**src/hw/rtl/mm2le_pkg.sv**
```systemverilog
// ----------------------------------------------------------------------------
// mm2le_pkg
// Shared types, constants and small lookup functions for the MM2 locomotive
// frame encoder.
// ----------------------------------------------------------------------------
`default_nettype none

package mm2le_pkg;

    // Address space and field widths
    localparam int ADDRESS_COUNT = 81;
    localparam int ADDR_W        = 7;
    localparam int STEP_W        = 5;
    localparam int FUNC_W        = 4;
    localparam int CODE_W        = 4;
    localparam int FRAME_W       = 18;
    localparam int S_TDATA_W     = 24;
    localparam int M_TDATA_W     = 24;
    localparam int M_TUSER_W     = 4;

    // Speed step limits per mode
    localparam logic [STEP_W-1:0] STEP_LIMIT_14 = 5'd14;
    localparam logic [STEP_W-1:0] STEP_LIMIT_28 = 5'd28;

    // Line encoding of one trit: bit 0 goes out first
    localparam logic [1:0] TRIT_L = 2'b00;
    localparam logic [1:0] TRIT_O = 2'b01;
    localparam logic [1:0] TRIT_U = 2'b10;
    localparam logic [1:0] TRIT_H = 2'b11;

    // Direction masks for trits 5..8, bit k belongs to trit 5+k
    localparam logic [CODE_W-1:0] MASK_FWD_HIGH = 4'b0010; // L H L L
    localparam logic [CODE_W-1:0] MASK_FWD_LOW  = 4'b1010; // L H L H
    localparam logic [CODE_W-1:0] MASK_REV_HIGH = 4'b0101; // H L H L
    localparam logic [CODE_W-1:0] MASK_REV_LOW  = 4'b1101; // H L H H
    localparam logic [CODE_W-1:0] CODE_MID      = 4'd7;

    // Corrective function patterns
    localparam logic [2:0] PAT_FIX_OFF = 3'b101;
    localparam logic [2:0] PAT_FIX_ON  = 3'b010;

    // One input command, last field in the lowest bits
    typedef struct packed {
        logic              func_four;
        logic              func_three;
        logic              func_two;
        logic              func_one;
        logic              light_on;
        logic [STEP_W-1:0] speed_step;
        logic              direction;
        logic [ADDR_W-1:0] loco_address;
    } loco_cmd_t;

    // One result item
    typedef struct packed {
        logic               rejected;
        logic [1:0]         function_number;
        logic               is_function_frame;
        logic [FRAME_W-1:0] frame_bits;
    } loco_result_t;

    // Write to the function bit store
    typedef struct packed {
        logic              en;
        logic [ADDR_W-1:0] addr;
        logic [FUNC_W-1:0] data;
    } fn_wr_t;

    // Pattern on the second bits of trits 5..7 for function 1..4
    function automatic logic [2:0] fn_pattern(input logic [1:0] sel);
        logic [2:0] pat;
        case (sel)
            2'd0:    pat = 3'b011;
            2'd1:    pat = 3'b100;
            2'd2:    pat = 3'b110;
            default: pat = 3'b111;
        endcase
        return pat;
    endfunction

endpackage

`default_nettype wire

```
**src/hw/rtl/mm2le_ram.sv**
```systemverilog
// ----------------------------------------------------------------------------
// mm2le_ram
// Generic single-write, single-read RAM with a registered read port.
// ----------------------------------------------------------------------------
`default_nettype none

module mm2le_ram #(
    parameter int WIDTH = 4,
    parameter int DEPTH = 81
) (
    input  wire logic                     aclk,
    input  wire logic                     wr_en,
    input  wire logic [$clog2(DEPTH)-1:0] wr_addr,
    input  wire logic [WIDTH-1:0]         wr_data,
    input  wire logic                     rd_en,
    input  wire logic [$clog2(DEPTH)-1:0] rd_addr,
    output logic      [WIDTH-1:0]         rd_data
);

    logic [WIDTH-1:0] mem [DEPTH];

    // Write port
    always_ff @(posedge aclk) begin
        if (wr_en) begin
            mem[wr_addr] <= wr_data;
        end
    end

    // Registered read port, holds when not enabled
    always_ff @(posedge aclk) begin
        if (rd_en) begin
            rd_data <= mem[rd_addr];
        end
    end

endmodule

`default_nettype wire

```
**src/hw/rtl/mm2le_fn_store.sv**
```systemverilog
// ----------------------------------------------------------------------------
// mm2le_fn_store
// Last function bits of every address: RAM plus per-entry valid bits, with
// forwarding of a write that lands in the same cycle as the read.
// ----------------------------------------------------------------------------
`default_nettype none

module mm2le_fn_store
    import mm2le_pkg::*;
(
    input  wire logic              aclk,
    input  wire logic              aresetn,
    input  wire logic              rd_en,
    input  wire logic [ADDR_W-1:0] rd_addr,
    input  wire logic [ADDR_W-1:0] cur_addr,
    input  wire fn_wr_t            wr,
    output logic      [FUNC_W-1:0] old_bits
);

    logic [ADDRESS_COUNT-1:0] valid_reg;
    logic [ADDRESS_COUNT-1:0] valid_next;
    logic                     fwd_reg;
    logic                     fwd_next;
    logic [FUNC_W-1:0]        fwd_data_reg;
    logic [FUNC_W-1:0]        fwd_data_next;
    logic [FUNC_W-1:0]        ram_q;
    logic                     cur_in_range;

    mm2le_ram #(
        .WIDTH (FUNC_W),
        .DEPTH (ADDRESS_COUNT)
    ) u_ram (
        .aclk    (aclk),
        .wr_en   (wr.en),
        .wr_addr (wr.addr),
        .wr_data (wr.data),
        .rd_en   (rd_en),
        .rd_addr (rd_addr),
        .rd_data (ram_q)
    );

    // Mark written entries, capture a same-cycle write for the new item
    always_comb begin
        valid_next    = valid_reg;
        fwd_next      = fwd_reg;
        fwd_data_next = fwd_data_reg;
        if (wr.en) begin
            valid_next[wr.addr] = 1'b1;
        end
        if (rd_en) begin
            fwd_next      = wr.en && (wr.addr == rd_addr);
            fwd_data_next = wr.data;
        end
    end

    always_ff @(posedge aclk) begin
        if (!aresetn) begin
            valid_reg <= '0;
            fwd_reg   <= 1'b0;
        end else begin
            valid_reg <= valid_next;
            fwd_reg   <= fwd_next;
        end
    end

    always_ff @(posedge aclk) begin
        fwd_data_reg <= fwd_data_next;
    end

    // Select forwarded, stored or reset value
    assign cur_in_range = (cur_addr < ADDR_W'(ADDRESS_COUNT));

    always_comb begin
        if (fwd_reg) begin
            old_bits = fwd_data_reg;
        end else if (cur_in_range && valid_reg[cur_addr]) begin
            old_bits = ram_q;
        end else begin
            old_bits = '0;
        end
    end

endmodule

`default_nettype wire

```
**src/hw/rtl/mm2le_frame.sv**
```systemverilog
// ----------------------------------------------------------------------------
// mm2le_frame
// Builds the 9-trit line frame for one command: address trits, light and
// half-step trit, masked speed trits and the function frame overlay.
// ----------------------------------------------------------------------------
`default_nettype none

module mm2le_frame
    import mm2le_pkg::*;
(
    input  wire loco_cmd_t         cmd,
    input  wire logic              speed_mode,
    input  wire logic [FUNC_W-1:0] old_bits,
    output loco_result_t           result,
    output logic                   in_range,
    output logic      [FUNC_W-1:0] new_bits
);

    logic [ADDR_W-1:0]  a3;
    logic [ADDR_W-1:0]  a2;
    logic [ADDR_W-1:0]  a1;
    logic [1:0]         d3;
    logic [1:0]         d2;
    logic [1:0]         d1;
    logic [1:0]         d0;
    logic [STEP_W-1:0]  limit;
    logic [STEP_W:0]    step_inc;
    logic [CODE_W-1:0]  code;
    logic [1:0]         trit4;
    logic [CODE_W-1:0]  mask;
    logic [FUNC_W-1:0]  diff;
    logic               changed;
    logic [1:0]         sel;
    logic               fon;
    logic [2:0]         pat;
    logic [FRAME_W-1:0] frame;

    function automatic logic [1:0] digit_trit(input logic [1:0] d);
        logic [1:0] t;
        case (d)
            2'd0:    t = TRIT_L;
            2'd1:    t = TRIT_H;
            default: t = TRIT_O;
        endcase
        return t;
    endfunction

    assign new_bits = {cmd.func_four, cmd.func_three, cmd.func_two, cmd.func_one};

    // Range check
    assign limit    = speed_mode ? STEP_LIMIT_28 : STEP_LIMIT_14;
    assign in_range = (cmd.loco_address < ADDR_W'(ADDRESS_COUNT))
                      && (cmd.speed_step <= limit);

    // Split the address into base-3 digits by compare and subtract
    always_comb begin
        a3 = cmd.loco_address;
        if (a3 >= 7'd54) begin
            d3 = 2'd2;
            a2 = a3 - 7'd54;
        end else if (a3 >= 7'd27) begin
            d3 = 2'd1;
            a2 = a3 - 7'd27;
        end else begin
            d3 = 2'd0;
            a2 = a3;
        end
        if (a2 >= 7'd18) begin
            d2 = 2'd2;
            a1 = a2 - 7'd18;
        end else if (a2 >= 7'd9) begin
            d2 = 2'd1;
            a1 = a2 - 7'd9;
        end else begin
            d2 = 2'd0;
            a1 = a2;
        end
        if (a1 >= 7'd6) begin
            d1 = 2'd2;
            d0 = a1[1:0] - 2'd2;
        end else if (a1 >= 7'd3) begin
            d1 = 2'd1;
            d0 = a1[1:0] + 2'd1;
        end else begin
            d1 = 2'd0;
            d0 = a1[1:0];
        end
    end

    // Speed code and trit 4
    assign step_inc = {1'b0, cmd.speed_step} + 6'd1;

    always_comb begin
        if (cmd.speed_step == '0) begin
            code = '0;
        end else if (speed_mode) begin
            code = step_inc[CODE_W:1] + 4'd1;
        end else begin
            code = step_inc[CODE_W-1:0];
        end
        if (speed_mode && !cmd.speed_step[0]) begin
            trit4 = cmd.light_on ? TRIT_O : TRIT_U;
        end else begin
            trit4 = cmd.light_on ? TRIT_H : TRIT_L;
        end
        if (cmd.direction) begin
            mask = (code > CODE_MID) ? MASK_FWD_HIGH : MASK_FWD_LOW;
        end else begin
            mask = (code > CODE_MID) ? MASK_REV_HIGH : MASK_REV_LOW;
        end
    end

    // Lowest changed function wins
    assign diff    = old_bits ^ new_bits;
    assign changed = |diff;

    always_comb begin
        if (diff[0]) begin
            sel = 2'd0;
        end else if (diff[1]) begin
            sel = 2'd1;
        end else if (diff[2]) begin
            sel = 2'd2;
        end else begin
            sel = 2'd3;
        end
    end

    // Function pattern with the corrective cases
    always_comb begin
        fon = new_bits[sel];
        pat = fn_pattern(sel);
        if (code == {1'b0, fn_pattern(sel)} && !fon) begin
            pat = PAT_FIX_OFF;
        end
        if (code == {1'b1, fn_pattern(sel)} && fon) begin
            pat = PAT_FIX_ON;
        end
    end

    // Assemble the frame; a speed trit is {mask bit, code bit}
    always_comb begin
        frame = {
            mask[3], code[3], mask[2], code[2], mask[1], code[1], mask[0], code[0],
            trit4, digit_trit(d3), digit_trit(d2), digit_trit(d1), digit_trit(d0)
        };
        if (changed) begin
            frame[11] = pat[0];
            frame[13] = pat[1];
            frame[15] = pat[2];
            frame[17] = fon;
        end
    end

    // Drop everything on a rejected command
    always_comb begin
        if (in_range) begin
            result.frame_bits        = frame;
            result.is_function_frame = changed;
            result.function_number   = changed ? sel : 2'd0;
            result.rejected          = 1'b0;
        end else begin
            result.frame_bits        = '0;
            result.is_function_frame = 1'b0;
            result.function_number   = 2'd0;
            result.rejected          = 1'b1;
        end
    end

endmodule

`default_nettype wire

```
**src/hw/rtl/mm2_loco_packet_encoder.sv**
```systemverilog
// ----------------------------------------------------------------------------
// mm2_loco_packet_encoder
// MM2 locomotive frame encoder: one command beat in, one frame beat out.
//
//  Channel | Dir | Signals                          | Payload
//  --------+-----+----------------------------------+--------------------------
//  s_      | in  | s_tvalid s_tready s_tdata[23:0]  | locomotive command
//  m_      | out | m_tvalid m_tready m_tdata m_tuser| frame and frame kind
//  cfg_    | in  | cfg_we cfg_wdata                 | speed_mode
//
// An input beat passes the input stage, where the function bit RAM is read,
// and then the output register. Throughput is one beat per cycle while the
// output is not stalled. After reset all stored function bits read as zero
// at once (per-entry valid bits) and speed_mode is 0. A stalled output holds
// its beat; the input stage takes one more beat behind it and then drops
// s_tready.
// ----------------------------------------------------------------------------
`default_nettype none

module mm2_loco_packet_encoder
    import mm2le_pkg::*;
(
    input  wire logic                 aclk,
    input  wire logic                 aresetn,
    // Configuration
    input  wire logic                 cfg_we,
    input  wire logic                 cfg_wdata,   // speed_mode
    // Command stream
    input  wire logic                 s_tvalid,
    output logic                      s_tready,
    // [6:0] loco_address, [7] direction, [12:8] speed_step, [13] light_on,
    // [14] func_one, [15] func_two, [16] func_three, [17] func_four
    input  wire logic [S_TDATA_W-1:0] s_tdata,
    // Frame stream
    output logic                      m_tvalid,
    input  wire logic                 m_tready,
    // [17:0] frame_bits
    output logic      [M_TDATA_W-1:0] m_tdata,
    // [0] is_function_frame, [2:1] function_number, [3] rejected
    output logic      [M_TUSER_W-1:0] m_tuser
);

    logic               speed_mode_reg;
    logic               speed_mode_next;
    logic               s1_valid_reg;
    logic               s1_valid_next;
    loco_cmd_t          s1_cmd_reg;
    loco_cmd_t          s1_cmd_next;
    logic               m_valid_reg;
    logic               m_valid_next;
    loco_result_t       m_result_reg;
    loco_result_t       m_result_next;
    loco_cmd_t          in_cmd;
    logic               accept;
    logic               advance;
    logic [FUNC_W-1:0]  old_bits;
    loco_result_t       result;
    logic               in_range;
    logic [FUNC_W-1:0]  new_bits;
    fn_wr_t             fn_wr;

    assign in_cmd   = loco_cmd_t'(s_tdata[$bits(loco_cmd_t)-1:0]);
    assign advance  = s1_valid_reg && (!m_valid_reg || m_tready);
    assign s_tready = !s1_valid_reg || advance;
    assign accept   = s_tvalid && s_tready;

    // Store the new function bits of an in-range command once it leaves the input stage
    always_comb begin
        fn_wr.en   = advance && in_range;
        fn_wr.addr = s1_cmd_reg.loco_address;
        fn_wr.data = new_bits;
    end

    mm2le_fn_store u_fn_store (
        .aclk     (aclk),
        .aresetn  (aresetn),
        .rd_en    (accept && (in_cmd.loco_address < ADDR_W'(ADDRESS_COUNT))),
        .rd_addr  (in_cmd.loco_address),
        .cur_addr (s1_cmd_reg.loco_address),
        .wr       (fn_wr),
        .old_bits (old_bits)
    );

    mm2le_frame u_frame (
        .cmd        (s1_cmd_reg),
        .speed_mode (speed_mode_reg),
        .old_bits   (old_bits),
        .result     (result),
        .in_range   (in_range),
        .new_bits   (new_bits)
    );

    // Next values of the stages and the config register
    always_comb begin
        speed_mode_next = cfg_we ? cfg_wdata : speed_mode_reg;
        s1_valid_next   = accept ? 1'b1 : (advance ? 1'b0 : s1_valid_reg);
        s1_cmd_next     = accept ? in_cmd : s1_cmd_reg;
        m_valid_next    = advance ? 1'b1 : ((m_valid_reg && !m_tready) ? 1'b1 : 1'b0);
        m_result_next   = advance ? result : m_result_reg;
    end

    always_ff @(posedge aclk) begin
        if (!aresetn) begin
            speed_mode_reg <= 1'b0;
            s1_valid_reg   <= 1'b0;
            m_valid_reg    <= 1'b0;
        end else begin
            speed_mode_reg <= speed_mode_next;
            s1_valid_reg   <= s1_valid_next;
            m_valid_reg    <= m_valid_next;
        end
    end

    always_ff @(posedge aclk) begin
        s1_cmd_reg   <= s1_cmd_next;
        m_result_reg <= m_result_next;
    end

    // Drive the output beat
    assign m_tvalid = m_valid_reg;
    assign m_tdata  = {{(M_TDATA_W-FRAME_W){1'b0}}, m_result_reg.frame_bits};
    assign m_tuser  = {m_result_reg.rejected, m_result_reg.function_number,
                       m_result_reg.is_function_frame};

    // A rejected beat carries an empty frame and no function selection
    assert property (@(posedge aclk) disable iff (!aresetn)
        m_valid_reg && m_result_reg.rejected |->
            m_result_reg.frame_bits == '0 && !m_result_reg.is_function_frame
            && m_result_reg.function_number == 2'd0)
        else $error("rejected beat carries payload");

    // Function number only on a function frame
    assert property (@(posedge aclk) disable iff (!aresetn)
        m_valid_reg && !m_result_reg.is_function_frame |->
            m_result_reg.function_number == 2'd0)
        else $error("function number set on speed frame");

    // Store writes stay inside the address space
    assert property (@(posedge aclk) disable iff (!aresetn)
        fn_wr.en |-> fn_wr.addr < ADDR_W'(ADDRESS_COUNT))
        else $error("function store write out of range");

    // A command leaving the input stage shows up on the output next cycle
    assert property (@(posedge aclk) disable iff (!aresetn)
        advance |=> m_valid_reg)
        else $error("advanced beat lost");

    // The input stage never takes a beat while holding one it cannot pass on
    assert property (@(posedge aclk) disable iff (!aresetn)
        s1_valid_reg && m_valid_reg && !m_tready |-> !s_tready)
        else $error("input stage overrun");

endmodule

`default_nettype wire

```
**config.mk**
```make
export PLATFORM = sky130hd
export DESIGN_NAME = mm2_loco_packet_encoder
export DESIGN_NICKNAME = d
export VERILOG_FILES = /design/src/hw/rtl/mm2le_pkg.sv /design/src/hw/rtl/mm2le_ram.sv /design/src/hw/rtl/mm2le_fn_store.sv /design/src/hw/rtl/mm2le_frame.sv /design/src/hw/rtl/mm2_loco_packet_encoder.sv
export SDC_FILE = /design/constraint.sdc
export NUM_CORES = 1
export LEC_CHECK = 0
export ABC_AREA = 1
export BUFFER_PORTS_ARGS = -buffer_cell sky130_fd_sc_hd__buf_2
export CORE_UTILIZATION = 60
export CTS_CLUSTER_DIAMETER = 50
export DETAILED_ROUTE_END_ITERATION = 8
export PLACE_DENSITY = 0.77
export SLEW_MARGIN = 10
export SYNTH_ARGS = -nofsm -noshare
export SYNTH_HDL_FRONTEND = slang
export SYNTH_SLANG_ARGS = --single-unit
```
**constraint.sdc**
```tcl
create_clock -name aclk -period 8.8 [get_ports aclk]
set_input_delay 0.44 -clock aclk [delete_from_list [all_inputs] [get_ports aclk]]
set_output_delay 0.44 -clock aclk [all_outputs]
set_load 0.005 [all_outputs]
```
# ---- Word-level counts from Yosys, hierarchy flattened
# Memory sizes are Yosys's and may differ from the RTL's. A register that Yosys moved wholly into a read port is not among the register bits.
# Index checks and enable logic that the tools add are counted.
dict set report op_classes {
  add_sub_neg 8
  n_lt_le_gt_ge 13
  n_eq_ne 9
  muxes 51
  n_bitwise 2
  n_reduce_logical 28
}
# cell n
set ops {}
lappend ops {{$or 81x81->81} 1}
lappend ops {{$mux 4} 7}
lappend ops {{$mux 7} 4}
lappend ops {{$mux 2} 11}
lappend ops {{$mux 22} 1}
lappend ops {{$mux 1} 17}
lappend ops {{$pmux 2 s2} 4}
lappend ops {{$ge 7x5->1 const B} 2}
lappend ops {{$lt 7x7->1 const B} 2}
lappend ops {{$sub 7x5->7 const B} 2}
lappend ops {{$logic_and 1x1->1} 12}
lappend ops {{$eq 2x1->1 const B} 5}
lappend ops {{$logic_not 2->1} 5}
lappend ops {{$pmux 3 s3} 1}
lappend ops {{$lt 7x8->1 const B} 1}
lappend ops {{$bmux 1 s7} 1}
lappend ops {{$demux 1 s7} 1}
lappend ops {{$eq 7x7->1} 1}
lappend ops {{$ge 7x1->1 const B} 1}
lappend ops {{$ge 7x2->1 const B} 1}
lappend ops {{$ge 7x3->1 const B} 1}
lappend ops {{$ge 7x4->1 const B} 1}
lappend ops {{$ge 7x6->1 const B} 1}
lappend ops {{$sub 7x4->7 const B} 1}
lappend ops {{other kinds (21)} 27}
dict set report word_totals {
  regBits 129
  ram_bits 324
  mem_count 1
}
# name words width read_ports rd_ports_with_merged_regs write_ports line
set memory_table {}
lappend memory_table {u_fn_store.u_ram.mem 81 4 1 1 1 mm2le_ram.sv:20} ;# logic [WIDTH-1:0] mem [DEPTH];

# ---- Longest topological paths before layout
dict set report depth {
  ltp_word 17
  depth_mapped 30
  ltp_nobuf 29
}

# ---- By module
# From an unflattened synthesis, not the netlist that was laid out.
dict set report unflattened {
  cells_unflattened 2151
  hier_area_um2 20793.7
}
# module n_inst cells_each area_each_um2 seq_area_each_um2
set modules_own_cells {}
lappend modules_own_cells {mm2le_ram 1 1198 13700.6 9849.4}
lappend modules_own_cells {mm2le_fn_store 1 593 3940.0 1761.7}
lappend modules_own_cells {mm2le_frame 1 286 1727.9 0.0}
lappend modules_own_cells {mm2_loco_packet_encoder 1 74 1425.1 1261.2}

# ---- Worst setup path before layout
# OpenSTA, ideal clock, no wires.
dict set report synth_path {
  path_type {register to register}
  from {register s1_cmd_reg (netlist bit fn_wr[6])}
  to {register m_result_reg (netlist bit m_tdata[0]), data pin}
  arrival_time_ns 3.153
  required_ns 8.548
  slack_ns 5.395
  path_stages_with_launch 28
  path_buffers 1
  period_less_slack_ns 3.405
  cell_sequence {edfxtp_1 > inv_2 > buf_2 > ha_1 > nand2_1 > nand2_2 > nand2_4 > nand2_2 > nand3_1 > nand2_1 > nand2_2 > nand2_4 > inv_4 > ha_1 > nand3_1 > nand3_2 > nand2_2 > nand3_4 > nand2_4 > xor2_4 > inv_1 > ha_1 > inv_1 > a21oi_2 > o21ai_0 > nand3_2 > nand2_1 > nand2_1}
}
dict set report synth_via {
  elab_chain_len 11
  word_cells_on_any_way 23
  cone_classes {add/sub: 6; order compare: 7; eq/ne: 1; mux: 7; reduce/logical: 2}
}
# element line
set synth_rtl {}
lappend synth_rtl {{start, declared} mm2_loco_packet_encoder.sv:47} ;# loco_cmd_t s1_cmd_reg;
lappend synth_rtl {{start signal, assigned} mm2_loco_packet_encoder.sv:115} ;# s1_cmd_reg <= s1_cmd_next;
lappend synth_rtl {{$sub 7x5->7 or $ge 7x5->1 (tied branches)} {mm2le_frame.sv:63, mm2le_frame.sv:61}}
lappend synth_rtl {{$mux 7} mm2le_frame.sv:61} ;# end else if (a3 >= 7'd27) begin
lappend synth_rtl {{$mux 7} mm2le_frame.sv:58} ;# if (a3 >= 7'd54) begin
lappend synth_rtl {{$sub 7x4->7 or $ge 7x4->1 (tied branches)} {mm2le_frame.sv:73, mm2le_frame.sv:71}}
lappend synth_rtl {{$mux 7} mm2le_frame.sv:71} ;# end else if (a2 >= 7'd9) begin
lappend synth_rtl {{$mux 7} mm2le_frame.sv:68} ;# if (a2 >= 7'd18) begin
lappend synth_rtl {{$ge 7x2->1 or $add 2x1->2 (tied branches)} {mm2le_frame.sv:81, mm2le_frame.sv:83}}
lappend synth_rtl {{$mux 2} mm2le_frame.sv:81} ;# end else if (a1 >= 7'd3) begin
lappend synth_rtl {{$mux 2} mm2le_frame.sv:78} ;# if (a1 >= 7'd6) begin
lappend synth_rtl {{$eq 2x1->1 or $logic_not 2->1 (tied branches)} mm2le_frame.sv:40} ;# case (d)
lappend synth_rtl {{$pmux 2 s2} mm2le_frame.sv:40}
lappend synth_rtl {{end signal, assigned} mm2_loco_packet_encoder.sv:116} ;# m_result_reg <= m_result_next;
lappend synth_rtl {{end, declared} mm2_loco_packet_encoder.sv:51} ;# loco_result_t m_result_reg;
# Several ways; a longest one is shown, not always the timed one.
# A chain may end at the register's enable or synchronous reset.

# ---- Final worst setup path
dict set report layout_path {
  from {register s1_cmd_reg (netlist bit fn_wr[5])}
  to {memory u_fn_store.u_ram.mem[39][0], enable pin}
}
dict set report layout_via {
  elab_chain_len 5
}
# element line
set layout_rtl {}
lappend layout_rtl {{$lt 7x7->1} mm2le_frame.sv:52} ;# assign in_range = (cmd.loco_address < ADDR_W'(ADDRESS_COUNT))
lappend layout_rtl {{$logic_and 1x1->1} mm2le_frame.sv:53} ;# && (cmd.speed_step <= limit);
lappend layout_rtl {{$logic_and 1x1->1} mm2_loco_packet_encoder.sv:69} ;# fn_wr.en = advance && in_range;
lappend layout_rtl {{$mux 1} mm2le_ram.sv:24} ;# if (wr_en) begin
lappend layout_rtl {{$mux 1 (implied by the code)} mm2le_ram.sv:25} ;# mem[wr_addr] <= wr_data;
lappend layout_rtl {{end, declared} mm2le_ram.sv:20}
# Several ways; a longest one is shown, not always the timed one.

==> results_dict.tcl <==
set metrics [dict create \
    final_area_sq_um 21900 \
    path_class "flop to flop" \
    layout_setup_ws_ns 3.76 \
    powerDensity_nw_per_um2 220 \
    insertion_delay_ns 0.57 \
    ys.flop_type "edfxtp_1" \
    arrival_ns 5.23 \
    fillerInstances 2346 \
    ir_drop_v 0.000182 \
    die_y_um 184 \
    ys_warn_count 0 \
    first_pass_iters 7 \
    crit_required_ns 8.99 \
    drc_errors 0 \
    rrSetupSlack_ns 3.76 \
    htree_levels 2 \
    synth_edf_count 372 \
    synth_area_per_cell_sq_um 10.8 \
    cts-root-buf "clkbuf_16" \
    dpl.cell_count 2240 \
    tns_ns 0 \
    fin_crit_ns 5.04 \
    grt_pass1_wl_um 75900 \
    maxSlewHeadroom 0.364 \
    max-clock-path-buffers 3 \
    path_buf_inv 5 \
    ctsHoldBuffers 0 \
    critPathSlowestCell "nand2_1" \
    via_per_inst 6.12 \
    pre_cts_slack_ns 3.80 \
    status "complete, no violations" \
    largest_register_ffs 324 \
    ys_seq_elements 457 \
    fmaxAchievable_mhz 199 \
    cts_resized 0 \
    critPathTopFamily "simple AND/OR/NAND/NOR gates" \
    cp_common_cell "nand2_1" \
    grt_usage 0.299 \
    ios 60 \
    dr_total_vias 14225 \
    grt_max_degree 90 \
    syn_to_final_growth_pct 10.4 \
    worstSetupEndpointType "flop" \
    wl_um 49700 \
    final-hold-violation-count 0 \
    die_w_um 184 \
    cts_buffers 46 \
    drv_cap 0 \
    clk_pin_slew_worst_paths_ns 0.06 \
    drt.antenna.violating_nets 0 \
    syn_inst 1833 \
    core_area_sq_um 32500 \
    leakage_uw 0.00779 \
    layout-drive-gt1-share 0.113 \
    path_max_fanout 29 \
    maxSlewViolCount 0 \
    yosysSeqAreaShare 0.648 \
    wl_per_cell_um 21.4 \
    nNetsFinal 1893 \
    syn_area_sq_um 19900 \
    dieArea_sq_um 33900 \
    routabilityCongestion 0.865 \
    final_cells 2325 \
    dp_hpwl_um 28800 \
    synthArstFlopShare 0 \
    antenna_cells 0 \
    final_core_util 0.674 \
    cts.sinks 457 \
    crit_chain "buf_4, inv_2, ha_1, nand2_1, nand2_1, nand2_1, nand2_1, inv_1, nand2_2, inv_1, nand2_1, inv_1, nand3_1, nor2_1" \
    place_area_sq_um 20400 \
    ys_types 53 \
    initial_core_util 0.611 \
    cts_tree "built" \
    first_iter_violations 1694 \
    rows 66 \
    grt_pass1_vias 13571 \
    setup_viol_count_final 0 \
    start_kind "flop" \
    antenna_found_initial 0 \
    worst_path_largest_cell_delay_ns 0.65 \
    grt_setup_unrepaired "no" \
    hold_class "input pin to flop" \
    portBuffers 47 \
    worst_clock_skew_ns 0.0226 \
    worst_slew_pin_slew_ns 0.953 \
    fin_crit_sh 0.572 \
    cts_setup_buffers 0 \
    overflow 0 \
]
Yosys cell counts (2+ instances only):
library cell	n	area (sq um)
o2111ai_1	6	52.6
o21ai_0	208	1040
nand3b_1	5	37.5
nand3_4	3	52.6
o21ai_2	2	17.5
nand3_1	85	425
clkbuf_1	75	282
nor2_1	335	1260
buf_6	3	33.8
inv_2	11	41.3
buf_1	3	11.3
o22ai_1	62	388
a31oi_1	3	18.8
buf_2	15	75.1
nor3_1	5	25.0
o221ai_1	17	149
a21oi_1	21	105
nand2_1	193	724
inv_1	104	390
xor2_1	19	166
o21ai_4	3	48.8
o311ai_0	2	17.5
nand2_4	5	56.3
nand3_2	10	100
inv_4	2	12.5
nand4_1	4	25.0
nor2_8	2	40.0
xnor2_1	4	35.0
clkinv_1	4	15.0
o21a_1	84	631
o211ai_1	16	120
ha_1	17	213
dfxtp_1	85	1700
or2_2	3	18.8
nor2_4	6	67.6
buf_4	8	60.1
nand2_2	16	100
edfxtp_1	372	11200
report_power, final:
part | internal (uW) | total, uW | switching [uW]
clock network | 1190 | 2020 | 835
registers | 2360 | 2370 | 10.8
logic | 121 | 428 | 307
through the flow:
| step | hold WS [ns] | power (uW) |
|---|---|---|
| floorplan | 0.433 | 2710 |
| global placement | 0.442 | 2820 |
| detailed placement | 0.450 | 2830 |
| CTS | 0.0432 | 4830 |
| global route | 0.0505 | 4950 |
| finish | 0.0538 | 4820 |
worst register-to-register path: stages, from the launching register on:
cell,delay [ns]
edfxtp_1,0.32
buf_4,0.39
inv_2,0.44
ha_1,0.39
nand2_1,0.66
nand2_1,0.10
nand2_1,0.10
nand2_1,0.05
inv_1,0.18
nand2_2,0.28
inv_1,0.36
nand2_1,0.08
inv_1,0.35
nand3_1,0.44
nor2_1,0.52
kinds of logic after synthesis:
| family | after synthesis | share of synthesized area |
|---|---|---|
| simple gates | 678 | 0.150 |
| fa+ha+maj | 17 | 0.0107 |
| other cells | 1 | 0.000189 |
| compound gates | 429 | 0.132 |
| buf+inv | 227 | 0.0472 |
| xor+xnor | 24 | 0.0115 |
| flops | 457 | 0.648 |
metal layers:
layer	global-route usage	vias up	wire (um)
li1	-	6438	-
met1	0.395	6855	18800
met2	0.489	779	23900
met3	0.0553	153	5050
met4	0.120	0	1940
met5	0	-	0
final cells by class:
class | count | area, sq um | area share
Clock inverter | 29 | 334 | 0.0152
Clock buffer | 56 | 1240 | 0.0565
Inverter | 123 | 479 | 0.0218
Multi-Input combinational cell | 1154 | 6090 | 0.278
Tap cell | 442 | 553 | 0.0252
Sequential cell | 457 | 12900 | 0.587
Timing Repair Buffer | 64 | 365 | 0.0167
cells in the final DEF, fill, tap and decap left out, types with 47 or more instances in the layout:
cell,count
clkbuf_16,47
dfxtp_1,85
o21ai_0,208
edfxtp_1,372
nor2_1,334
o21a_1,84
nand2_1,193
nand3_1,85
inv_1,103
o22ai_1,62
final timing paths:
check,cells after the start,end,startpoint
setup reg to reg,14,u_fn_store.u_ram.mem[39][0],fn_wr[5]
hold / removal,1,s1_cmd_reg[16],s_tdata[16]
setup / recovery,14,u_fn_store.u_ram.mem[39][0],fn_wr[5]
hold reg to reg,1,u_fn_store.valid_reg[54],u_fn_store.valid_reg[54]
Note: power is estimated with default switching activity, not from simulation.
